## src/hw/rtl/eoa_pkg.sv

```systemverilog
// shared types and codes for the event overlap accumulator
// no dependencies
package eoa_pkg;

    localparam int MAX_OPEN_DEF    = 8;
    localparam int NUM_CLASSES_DEF = 16;
    localparam int TAG_W           = 8;
    localparam int FIELD_CLASS_W   = 4;
    localparam int TIME_W          = 64;

    typedef enum logic [1:0] {
        CMD_START    = 2'd0,
        CMD_END      = 2'd1,
        CMD_RD_CELL  = 2'd2,
        CMD_RD_TOTAL = 2'd3
    } cmd_t;

    localparam logic [1:0] STATUS_OK      = 2'd0;
    localparam logic [1:0] STATUS_NO_SLOT = 2'd1;
    localparam logic [1:0] STATUS_NO_END  = 2'd2;

    typedef struct packed {
        logic [1:0]               cmd;
        logic [TAG_W-1:0]         event_tag;
        logic [FIELD_CLASS_W-1:0] event_class;
        logic [FIELD_CLASS_W-1:0] other_class;
        logic [TIME_W-1:0]        instant;
    } in_t;

    typedef struct packed {
        logic [1:0]        status;
        logic [TIME_W-1:0] duration;
        logic [TIME_W-1:0] overlap_added;
        logic [TIME_W-1:0] read_value;
        logic [TIME_W-1:0] total_time;
        logic [TIME_W-1:0] effective_time;
    } out_t;

    // controller to datapath
    typedef struct packed {
        logic capture;
        logic clr;
        logic slot_wr;
        logic hit_take;
        logic idx_clr;
        logic idx_inc;
        logic cell_rsel_slot;
        logic cls_rsel_hit;
        logic tot_wr;
        logic ov_take;
        logic ov_wr;
        logic rd_take;
        logic set_no_slot;
        logic set_no_end;
        logic res_load;
    } ctrl_t;

    // datapath to controller
    typedef struct packed {
        cmd_t cmd;
        logic full;
        logic idx_last;
        logic idx_valid;
        logic tag_hit;
        logic sweep_done;
    } stat_t;

endpackage

```

## src/hw/rtl/eoa_ctrl.sv

```systemverilog
// sequencing state machine for the event overlap accumulator
// depends on eoa_pkg
module eoa_ctrl (
    input  logic           aclk,
    input  logic           aresetn,
    input  logic           s_valid,
    output logic           s_ready,
    output logic           m_valid,
    input  logic           m_ready,
    input  eoa_pkg::stat_t stat,
    output eoa_pkg::ctrl_t ctrl
);
    import eoa_pkg::*;

    typedef enum logic [3:0] {
        ST_CLEAR, ST_IDLE, ST_DECODE, ST_RD_WAIT, ST_H_RD, ST_H_CHK,
        ST_T_RD, ST_T_WR, ST_O_RD, ST_O_CHK, ST_O_WR, ST_FIN
    } state_t;

    state_t state_reg, state_next;
    logic   m_valid_reg, m_valid_next;
    logic   out_free;

    assign s_ready  = (state_reg == ST_IDLE);
    assign m_valid  = m_valid_reg;
    assign out_free = !m_valid_reg || m_ready;

    always_comb begin
        state_next   = state_reg;
        m_valid_next = m_valid_reg && !m_ready;
        ctrl         = '0;
        case (state_reg)
            ST_CLEAR: begin
                ctrl.clr = 1'b1;
                if (stat.sweep_done) state_next = ST_IDLE;
            end
            ST_IDLE: begin
                if (s_valid) begin
                    ctrl.capture = 1'b1;
                    state_next   = ST_DECODE;
                end
            end
            ST_DECODE: begin
                case (stat.cmd)
                    CMD_START: begin
                        if (stat.full) ctrl.set_no_slot = 1'b1;
                        else ctrl.slot_wr = 1'b1;
                        state_next = ST_FIN;
                    end
                    CMD_END: begin
                        ctrl.idx_clr = 1'b1;
                        state_next   = ST_H_RD;
                    end
                    CMD_RD_CELL: state_next = ST_RD_WAIT;
                    default:     state_next = ST_RD_WAIT;
                endcase
            end
            ST_RD_WAIT: begin
                ctrl.rd_take = 1'b1;
                state_next   = ST_FIN;
            end
            ST_H_RD: state_next = ST_H_CHK;
            ST_H_CHK: begin
                if (stat.idx_valid && stat.tag_hit) begin
                    ctrl.hit_take = 1'b1;
                    state_next    = ST_T_RD;
                end else if (stat.idx_last) begin
                    ctrl.set_no_end = 1'b1;
                    state_next      = ST_FIN;
                end else begin
                    ctrl.idx_inc = 1'b1;
                    state_next   = ST_H_RD;
                end
            end
            ST_T_RD: begin
                ctrl.cls_rsel_hit = 1'b1;
                state_next        = ST_T_WR;
            end
            ST_T_WR: begin
                ctrl.tot_wr  = 1'b1;
                ctrl.idx_clr = 1'b1;
                state_next   = ST_O_RD;
            end
            ST_O_RD: state_next = ST_O_CHK;
            ST_O_CHK: begin
                if (stat.idx_valid) begin
                    ctrl.ov_take        = 1'b1;
                    ctrl.cell_rsel_slot = 1'b1;
                    state_next          = ST_O_WR;
                end else if (stat.idx_last) begin
                    state_next = ST_FIN;
                end else begin
                    ctrl.idx_inc = 1'b1;
                    state_next   = ST_O_RD;
                end
            end
            ST_O_WR: begin
                ctrl.ov_wr = 1'b1;
                if (stat.idx_last) begin
                    state_next = ST_FIN;
                end else begin
                    ctrl.idx_inc = 1'b1;
                    state_next   = ST_O_RD;
                end
            end
            ST_FIN: begin
                if (out_free) begin
                    ctrl.res_load = 1'b1;
                    m_valid_next  = 1'b1;
                    state_next    = ST_IDLE;
                end
            end
            default: state_next = ST_CLEAR;
        endcase
    end

    always_ff @(posedge aclk) begin
        if (!aresetn) begin
            state_reg   <= ST_CLEAR;
            m_valid_reg <= 1'b0;
        end else begin
            state_reg   <= state_next;
            m_valid_reg <= m_valid_next;
        end
    end
endmodule

```

## config.mk

```make
export PLATFORM = sky130hd
export DESIGN_NAME = eoa_ctrl
export DESIGN_NICKNAME = d
export VERILOG_FILES = /design/src/hw/rtl/eoa_pkg.sv /design/src/hw/rtl/eoa_ctrl.sv
export SDC_FILE = /design/constraint.sdc
export NUM_CORES = 1
export LEC_CHECK = 0
export BUFFER_PORTS_ARGS = -buffer_cell sky130_fd_sc_hd__buf_2
export CAP_MARGIN = 25
export CORE_AREA = 2 2 39 41
export CTS_BUF_LIST = sky130_fd_sc_hd__clkbuf_4 sky130_fd_sc_hd__clkbuf_8
export DETAILED_ROUTE_END_ITERATION = 16
export DIE_AREA = 0 0 41 43
export PLACE_DENSITY = 0.76
export SLEW_MARGIN = 20
export SYNTH_ARGS = -nofsm -noshare
export SYNTH_HDL_FRONTEND = slang
export SYNTH_SLANG_ARGS = --single-unit
```

## constraint.sdc

```tcl
create_clock -name aclk -period 2.65 [get_ports aclk]
set_input_delay 0.1325 -clock aclk [delete_from_list [all_inputs] [get_ports aclk]]
set_output_delay 0.1325 -clock aclk [all_outputs]
set_load 0.1 [all_outputs]
```

==> impl_metrics.ini, run 1 <==
[pwr]
p_total_uw = 385
cellPowerDensity_mw_per_mm2 = 545
vdd_ir_drop_max_uv = 280
power.leakage_nw = 0.317

[finish]
postLayoutCoreUtil_pct = 51.1
final_layout_size_suffix_gt1_share_pct = 35.0
insertedDiodeCount = 0
nets = 112
layout_common_cells = sky130_fd_sc_hd__buf_2 (27), sky130_fd_sc_hd__nor2_1 (11), sky130_fd_sc_hd__nand2b_1 (5), sky130_fd_sc_hd__dfxtp_1 (5)
largest_register_ffs = 4
post_layout_nonfiller_instances = 116
growth_of_design_area_from_synthesis_to_finish_pct = 25.3
layout_commonest_cell = sky130_fd_sc_hd__buf_2

[worst_setup_path]
timing.rr.start = state_reg[1]
data_required_time_at_the_worst_endpoint_ps = 2520
critical_path_cell_by_cell = nand2b_1 -> nor4_1 -> nor2b_1 -> buf_2
worst_path_dominant_cell_family = simple AND/OR/NAND/NOR gates
timing.critical_path.arrival_ps = 2080
source_of_the_critical_timing_path = state_reg[1]
worst_path_largest_cell_delay_ps = 570
worstPathBufferInverterCount = 1
startpoint_type = flop
nature_of_the_critical_path_endpoint = primary output
setup.worst_path.class = flop to primary output
timing.critical_path.fanout_max = 11
crit_path_top_delay_cell = sky130_fd_sc_hd__dfxtp_1

[clock_network]
cts.repair.resized = 0
tritoncts = done
clock_tree.htree_level_count = 1
clock_tree.root_cell = sky130_fd_sc_hd__clkbuf_4
cts.repair_timing.setup_buffer_count = 0
hold_buffers = 0
cts.clk_slew.worst_paths_ps = 40
tritoncts.num_buffers = 3
clock_tree.buffer_depth = 2
skew_pair_late_insertion_delay_ps = 240
clock-sinks = 5

[global_route]
grt_start_max_net_pins = 13
global_route_wire_length_before_repair_um = 2060
grt.total_usage_pct = 16.7
globalRouteOverflowTotal = 0
antenna_violations_before_repair = 0
grt_pass1_vias = 486

[logic_synthesis]
postSynth.topFlopCell = sky130_fd_sc_hd__dfxtp_1
post_synthesis_async_set_or_reset_flop_share_pct = 0
syn-num-nets = 87
synth-adder-area-share_pct = 0
ys_seq_elements = 5
synthSimpleGateAreaFrac_pct = 36.8
post_synth_mux_area_share_pct = 0
yosysWarningCount = 0
synth_seq_area_share_pct = 17.7
netlist_area_before_placement_um2 = 564
distinct_cell_type_count_after_synthesis = 33
synth_top_family_by_area = simple AND/OR/NAND/NOR gates
synth-xor-area-share_pct = 0
synth_edf_count = 0
synth-compound-area-share_pct = 35.3
mapped_cells = 76
synthesized_area_per_cell_um2 = 7.42

[routing]
route.detailed.drc = 0
route.vias.total = 637
first_iter_violations = 28
wl_per_cell_um = 11.4
detailedRoute.firstPassIterationCount = 4
finalWirelength_um = 1320
drt-vias-per-instance = 5.49
ant_nets = 0

[placement]
place_hpwl_um = 1040
finalWeightedCongestion = 0.837
place_worst_setup_slack_ps = 701
place_inst = 112
portBuffers = 27

[timing]
fin_crit_ps = 2210
fin_crit_sh_pct = 83.5
setup_viol_count_final = 0
tightestPinTransition_ps = 497
grt_setup_unrepaired = no
hold_viol_final = 0
report.final.slew_viol_count = 0
slew_headroom_pct = 67.1
clock-skew-final_ps = 3.89
post-route-worst-setup-slack_ps = 438
timing.fmax_mhz = 452
whs_ps = 171

[min_path]
holdCritStartpoint = aresetn
worst_hold_class = primary input to flop

[floorplan]
ioPinCount = 28
standard_cell_rows = 14
die_w_um = 41
effective_utilization_at_floorplan_pct = 40.8
fp.dieArea_mm2 = 0.00176
die_h_um = 43
std_cell_core_area_mm2 = 0.00138

[run_status]
outcome = finished clean

[run]
max_cap_viol_count = 0
[cell families (layout without fill, tap and decap cells)]
kind of cell,Yosys count,in the layout
AND/OR/NAND/NOR,39,39
flip-flops,5,5
AO/OA/AOI/OAI,23,23
buffers and inverters,9,33
[synth_stat cells, types with 2 or more instances]
master                     instances  area, um^2
sky130_fd_sc_hd__buf_6             2        22.5
sky130_fd_sc_hd__dfxtp_1           5         100
sky130_fd_sc_hd__a21o_1            2        15.0
sky130_fd_sc_hd__o21ai_0           3        15.0
sky130_fd_sc_hd__nand4b_1          3        26.3
sky130_fd_sc_hd__a31oi_1           2        12.5
sky130_fd_sc_hd__nor2b_1           3        18.8
sky130_fd_sc_hd__inv_1             2        7.51
sky130_fd_sc_hd__nor2_1           12        45.0
sky130_fd_sc_hd__nand2b_1          5        31.3
sky130_fd_sc_hd__nor3_1            3        15.0
sky130_fd_sc_hd__and2_1            3        18.8
sky130_fd_sc_hd__buf_2             4        20.0
sky130_fd_sc_hd__nand2_1           4        15.0
sky130_fd_sc_hd__a21boi_0          3        22.5
sky130_fd_sc_hd__a21oi_1           3        15.0
[path summary, 6_finish.rpt]
kind / to / slack, ps / cells past startpoint
worst max-delay path: ctrl[12] / 440 / 4
worst min-delay path: state_reg[3] / 170 / 2
worst max register to register: state_reg[1] / 980 / 4
worst min register to register: m_valid / 650 / 2
[power breakdown]
group | internal [mW] | leakage [nW] | total (mW) | switching, mW
clock | 0.0671 | 0.0184 | 0.0980 | 0.0309
sequential | 0.0819 | 0.0407 | 0.101 | 0.0190
combinational | 0.0475 | 0.258 | 0.187 | 0.139
[stage by stage]
stage | TNS [ps] | cell area [um^2]
2_1_floorplan | -410 | 572
3_3_place_gp | 0 | 677
3_5_place_dp | 0 | 677
4_1_cts | 0 | 707
5_1_grt | 0 | 707
6_report | 0 | 707
[metal layers]
| metal | routed length, um | track usage, % | part of all wire [%] |
|---|---|---|---|
| met1 | 568 | 22.8 | 43 |
| met2 | 629 | 24.1 | 48 |
| met3 | 119 | 6.28 | 9.0 |
| met4 | 0 | 4.00 | 0 |
| met5 | 0 | 0 | 0 |
[cell type report]
| type | count | area, um^2 |
|---|---|---|
| Fill cell | 144 | 677 |
| Timing Repair Buffer | 27 | 135 |
| Sequential cell | 5 | 100 |
| Multi-Input combinational cell | 62 | 414 |
| Clock buffer | 4 | 30.0 |
| Inverter | 2 | 7.51 |
| Tap cell | 16 | 20.0 |
No activity file was read; power rests on OpenSTA's default activity.
==> inputs of run 2 (changes only) <==
Settings changed: CORE_AREA 2 2 39 41 to default, CORE_MARGIN from default to 2, CORE_UTILIZATION from default to 42, DIE_AREA 0 0 41 43 to default, PLACE_DENSITY 0.76 to 0.78.
Clock period 2.65 ns to 1.8 ns, I/O delays scaled along.
==> run 2 against run 1 <==
  * Global-route usage rose by 7.4 points
  * Clock skew grew 3.4 ps
  * Flip-flop and latch count unchanged
  * Register-to-register slack worse by 700 ps
  * Setup slack got worse by 370 ps
  * Die area decreased by 6.2%
  * Core utilization increased by 27 points
  * Critical endpoint is now ctrl[5]
  * Sequential power increased by 33%
  * Largest cell class unchanged
  * Hold slack worse by 39 ps
==> impl_metrics.ini, run 2 (synthesis gave the netlist of run 1 again) <==
[routing]
routed.top_layer = met4
first_iter_violations = 25
finalWirelength_um = 1760
wl_met2_um = 904
route.detailed.drc = 0
route.vias.total = 703
drt-vias-per-instance = 5.81
detailedRoute.firstPassIterationCount = 4
routedLengthMet1_um = 758
wl_per_cell_um = 14.5
ant_nets = 0
routed-wl-met3_um = 63

[placement]
place_worst_setup_slack_ps = 232
placed_cell_area_um2 = 948
portBuffers = 27
place_inst = 117
finalWeightedCongestion = 0.892
place_hpwl_um = 1350

[finish]
design_area_mm2 = 0.00100
layout_commonest_cell = sky130_fd_sc_hd__buf_2
layout_common_cells = sky130_fd_sc_hd__buf_2 (13), sky130_fd_sc_hd__buf_12 (11), sky130_fd_sc_hd__nor2_1 (8)
growth_of_design_area_from_synthesis_to_finish_pct = 77.4
insertedDiodeCount = 0
post_layout_nonfiller_instances = 121
largest_register_ffs = 4
nets = 118
final_layout_size_suffix_gt1_share_pct = 52.8

[timing]
setup_viol_count_final = 0
post-route-worst-setup-slack_ps = 63.9
fin_crit_sh_pct = 96.5
slew_headroom_pct = 67.8
report.final.slew_viol_count = 0
hold_viol_final = 0
timing.fmax_mhz = 576
fin_crit_ps = 1740
setup-tns-final_ps = 0
grt_setup_unrepaired = no
tightestPinTransition_ps = 486
clock-skew-final_ps = 7.33

[clock_network]
tritoncts.num_buffers = 3
skew_pair_late_insertion_delay_ps = 240
cts.clk_slew.worst_paths_ps = 50
hold_buffers = 0
tritoncts = done
clock-sinks = 5
clock_tree.buffer_depth = 2
clock_tree.htree_level_count = 1
clock_tree.root_cell = sky130_fd_sc_hd__clkbuf_4

[run_status]
outcome = finished clean

[floorplan]
effective_utilization_at_floorplan_pct = 43.9
fp.dieArea_mm2 = 0.00165
standard_cell_rows = 13
die_w_um = 40.7
die_h_um = 40.7
std_cell_core_area_mm2 = 0.00128
ioPinCount = 28

[min_path]
worst_hold_class = primary input to flop
holdPathEnd = state_reg[3]
worstHoldPathCells = 2
holdCritStartpoint = aresetn

[worst_setup_path]
timing.critical_path.fanout_max = 10
setup.worst_path.class = flop to primary output
nature_of_the_critical_path_endpoint = primary output
timing.rr.start = state_reg[2]
rrSetupSlack_ps = 280
data_required_time_at_the_worst_endpoint_ps = 1710
r2r_end = state_reg[1]
worst-r2r-cell-count = 5
timing.critical_path.arrival_ps = 1650
startpoint_type = flop

[run]
max_cap_viol_count = 0

[global_route]
grt_pass1_vias = 612
grt_start_max_net_pins = 13
antenna_violations_before_repair = 0
globalRouteOverflowTotal = 0
global_route_wire_length_before_repair_um = 2620
grt.total_usage_pct = 24.1

[pwr]
cellPowerDensity_mw_per_mm2 = 664
p_total_uw = 665
power.leakage_nw = 0.408
vdd_ir_drop_max_uv = 480
==> run 2: cell count changes in the layout (fill, tap and decap cells not counted), sizes merged <==
cell	previous run	this run
clkbuf	4	7
buf	27	30
==> run 2: timing repair <==
item,4_1_cts,5_1_grt
buffers inserted,0,0
gates resized for setup,1,7
endpoints found under the setup margin,2,5
gates cloned,0,0
==> run 2: stage by stage <==
stage               hold WS, ps  util [%]
floorplan                   218         -
global placement            385      73.8
detailed placement          391      73.8
CTS                         126      76.6
global route                133      77.9
finish                      132      77.9
==> run 2: per-layer routing <==
layer	up-vias	GRT usage, %
li1	339	-
met2	23	38.5
met4	0	18.3
met3	4	1.63
met5	-	0
met1	337	29.8
==> run 2: worst max-delay path by stage <==
stage	start	end	slack [ps]	depth (start not counted)
floorplan	state_reg[3]	ctrl[7]	-300	3
global placement	state_reg[2]	state_reg[1]	330	5
detailed placement	state_reg[2]	ctrl[12]	230	4
CTS	state_reg[1]	ctrl[9]	20	6
global route	state_reg[2]	ctrl[3]	7	4
finish	state_reg[0]	ctrl[5]	60	4
==> run 2: worst max-delay path, cell delays in order (launching register included) <==
cell	delay, ps
sky130_fd_sc_hd__dfxtp_1	350
sky130_fd_sc_hd__buf_4	200
sky130_fd_sc_hd__nor2b_1	290
sky130_fd_sc_hd__and3_2	240
sky130_fd_sc_hd__clkbuf_4	320
==> run 2: final cells by class <==
cell class / instances / area [um^2]
fill: 95 / 284
inverter: 2 / 7.51
timing repair buffer: 33 / 353
multi-input combinational: 62 / 490
sequential: 5 / 101
tap: 15 / 18.8
clock buffer: 4 / 30.0
==> run 2: where the power goes <==
part / switching, mW / internal, mW
Clock: 0.0482 / 0.0990
Combinational: 0.254 / 0.129
Sequential: 0.0129 / 0.121
Total: 0.316 / 0.349
==> inputs of run 3 (changes only) <==
Settings changed: CAP_MARGIN 25 to default, RECOVER_POWER from default to 25, SLEW_MARGIN 20 to default.
==> run 3 against run 2 <==
  * Fmax grew 0.73%
  * Critical path depth is the same
  * Hold slack gained 2.2 ps
  * Clock power is essentially flat
==> impl_metrics.ini, run 3 (synthesis gave the netlist of run 1 again) <==
[global_route]
grt_start_max_net_pins = 13
grt_pass1_vias = 612
globalRouteOverflowTotal = 0
grt.total_usage_pct = 24.1
antenna_violations_before_repair = 0
global_route_wire_length_before_repair_um = 2620

[placement]
place_worst_setup_slack_ps = 232
place_hpwl_um = 1350
portBuffers = 27
finalWeightedCongestion = 0.892

[pwr]
vdd_ir_drop_max_uv = 479
total_switching_power_uw = 315
power_switching_share_pct = 47.4
cellPowerDensity_mw_per_mm2 = 665
pwr-share-seq_pct = 20.1
clock_power_share_pct = 22.1
p_comb_share_pct = 57.7
power.leakage_nw = 0.404
internal_power_uw = 349

[timing]
fin_crit_ps = 1720
post-route-worst-setup-slack_ps = 76.5
timing.fmax_mhz = 580
hold_viol_final = 0
grt_setup_unrepaired = no
slew_headroom_pct = 22.6
setup_viol_count_final = 0
tightestPinTransition_ps = 1170
setup-tns-final_ps = 0
report.final.slew_viol_count = 0
clock-skew-final_ps = 7.33
fin_crit_sh_pct = 95.8

[worst_setup_path]
setup.worst_path.class = flop to primary output
crit_path_top_delay_cell = sky130_fd_sc_hd__dfxtp_1
worst-r2r-cell-count = 5
worst_path_largest_cell_delay_ps = 350
nature_of_the_critical_path_endpoint = primary output
data_required_time_at_the_worst_endpoint_ps = 1710
rrSetupSlack_ps = 280
worstSetupPathDepth = 4
timing.critical_path.fanout_max = 10
r2r_end = state_reg[1]
timing.rr.start = state_reg[2]
critical_path_cell_by_cell = buf_4 -> nor2b_1 -> and3_2 -> clkbuf_4
worst_path_dominant_cell_family = simple AND/OR/NAND/NOR gates
worstPathBufferInverterCount = 2
timing.critical_path.arrival_ps = 1630
startpoint_type = flop

[clock_network]
hold_buffers = 0
clock_tree.root_cell = sky130_fd_sc_hd__clkbuf_4
clock-sinks = 5
clock_tree.htree_level_count = 1
cts.clk_slew.worst_paths_ps = 50
clock_tree.buffer_depth = 2
tritoncts.num_buffers = 3
tritoncts = done
skew_pair_late_insertion_delay_ps = 240

[routing]
route.vias.total = 702
route.detailed.drc = 0
first_iter_violations = 27
detailedRoute.firstPassIterationCount = 4
ant_nets = 0
wl_per_cell_um = 14.5
finalWirelength_um = 1760
drt-vias-per-instance = 5.80

[finish]
growth_of_design_area_from_synthesis_to_finish_pct = 77.2
final_layout_size_suffix_gt1_share_pct = 51.9
nets = 118
layout_commonest_cell = sky130_fd_sc_hd__buf_2
layout_common_cells = sky130_fd_sc_hd__buf_2 (12), sky130_fd_sc_hd__buf_12 (11), sky130_fd_sc_hd__nor2_1 (8)
insertedDiodeCount = 0
largest_register_ffs = 4

[min_path]
holdPathEnd = state_reg[3]
holdCritStartpoint = aresetn
worstHoldPathCells = 2
worst_hold_class = primary input to flop

[floorplan]
ioPinCount = 28
die_h_um = 40.7
std_cell_core_area_mm2 = 0.00128
die_w_um = 40.7
fp.dieArea_mm2 = 0.00165
effective_utilization_at_floorplan_pct = 43.9
standard_cell_rows = 13

[run_status]
outcome = finished clean

[run]
max_cap_viol_count = 0
run 3: cell count changes in the layout (fill, tap and decap cells not counted), sizes merged:
| cell | before | now |
|---|---|---|
| clkbuf | 7 | 8 |
| buf | 30 | 29 |
run 3: routing by layer:
metal	vias up	part of all wire (%)	global-route usage [%]
met5	-	0	0
li1	337	-	-
met1	336	41	29.8
met4	0	1.8	18.3
met2	25	53	38.5
met3	4	4.2	1.63
run 3: repair_timing:
action,CTS,global route
pin swaps,0,0
hold endpoints to repair,0,0
gates resized for setup,1,7
setup endpoints to repair,2,5
buffers inserted,0,0
run 3: worst max-delay path by stage:
| stage | from | end |
|---|---|---|
| 3_3_place_gp | state_reg[2] | state_reg[1] |
| 6_report | state_reg[0] | ctrl[5] |
| 4_1_cts | state_reg[1] | ctrl[9] |
| 5_1_grt | state_reg[2] | ctrl[3] |
| 3_5_place_dp | state_reg[2] | ctrl[12] |
| 2_1_floorplan | state_reg[3] | ctrl[7] |
run 3: layout make-up:
cell class / count / area, um^2
clock buffers: 4 / 30.0
fillers: 95 / 285
inverters: 2 / 7.51
multi-input cells: 62 / 490
flip-flops and latches: 5 / 101
well taps: 15 / 18.8
repair buffers: 33 / 352
run 3: power by group through the flow:
stage | clock network (mW) | registers (mW) | logic (mW)
after floorplan | 0 | 0.126 | 0.276
after global placement | 0 | 0.134 | 0.365
after CTS | 0.156 | 0.133 | 0.372
final | 0.147 | 0.134 | 0.384
after detailed placement | 0 | 0.135 | 0.370
after global routing | 0.158 | 0.135 | 0.402
run 3: worst reg2reg max path: cells and delay by family (launching register included):
family	cells	cell delay [ps]
DFF	1	410
and+or+nand+nor	2	380
AOI/OAI and AO/OA	2	450
buffers and inverters	1	190
run 3: through the flow:
| step | cells | area (um^2) | util, % | hold WS [ps] | power (mW) |
|---|---|---|---|---|---|
| 3_5_place_dp | 117 | 948 | 73.8 | 391 | 0.505 |
| 2_1_floorplan | 76 | 634 | - | 218 | 0.402 |
| 5_1_grt | 121 | 1000 | 77.8 | 133 | 0.695 |
| 6_report | 121 | 1000 | 77.8 | 134 | 0.665 |
| 3_3_place_gp | 117 | 948 | 73.8 | 385 | 0.498 |
| 4_1_cts | 121 | 985 | 76.6 | 126 | 0.660 |
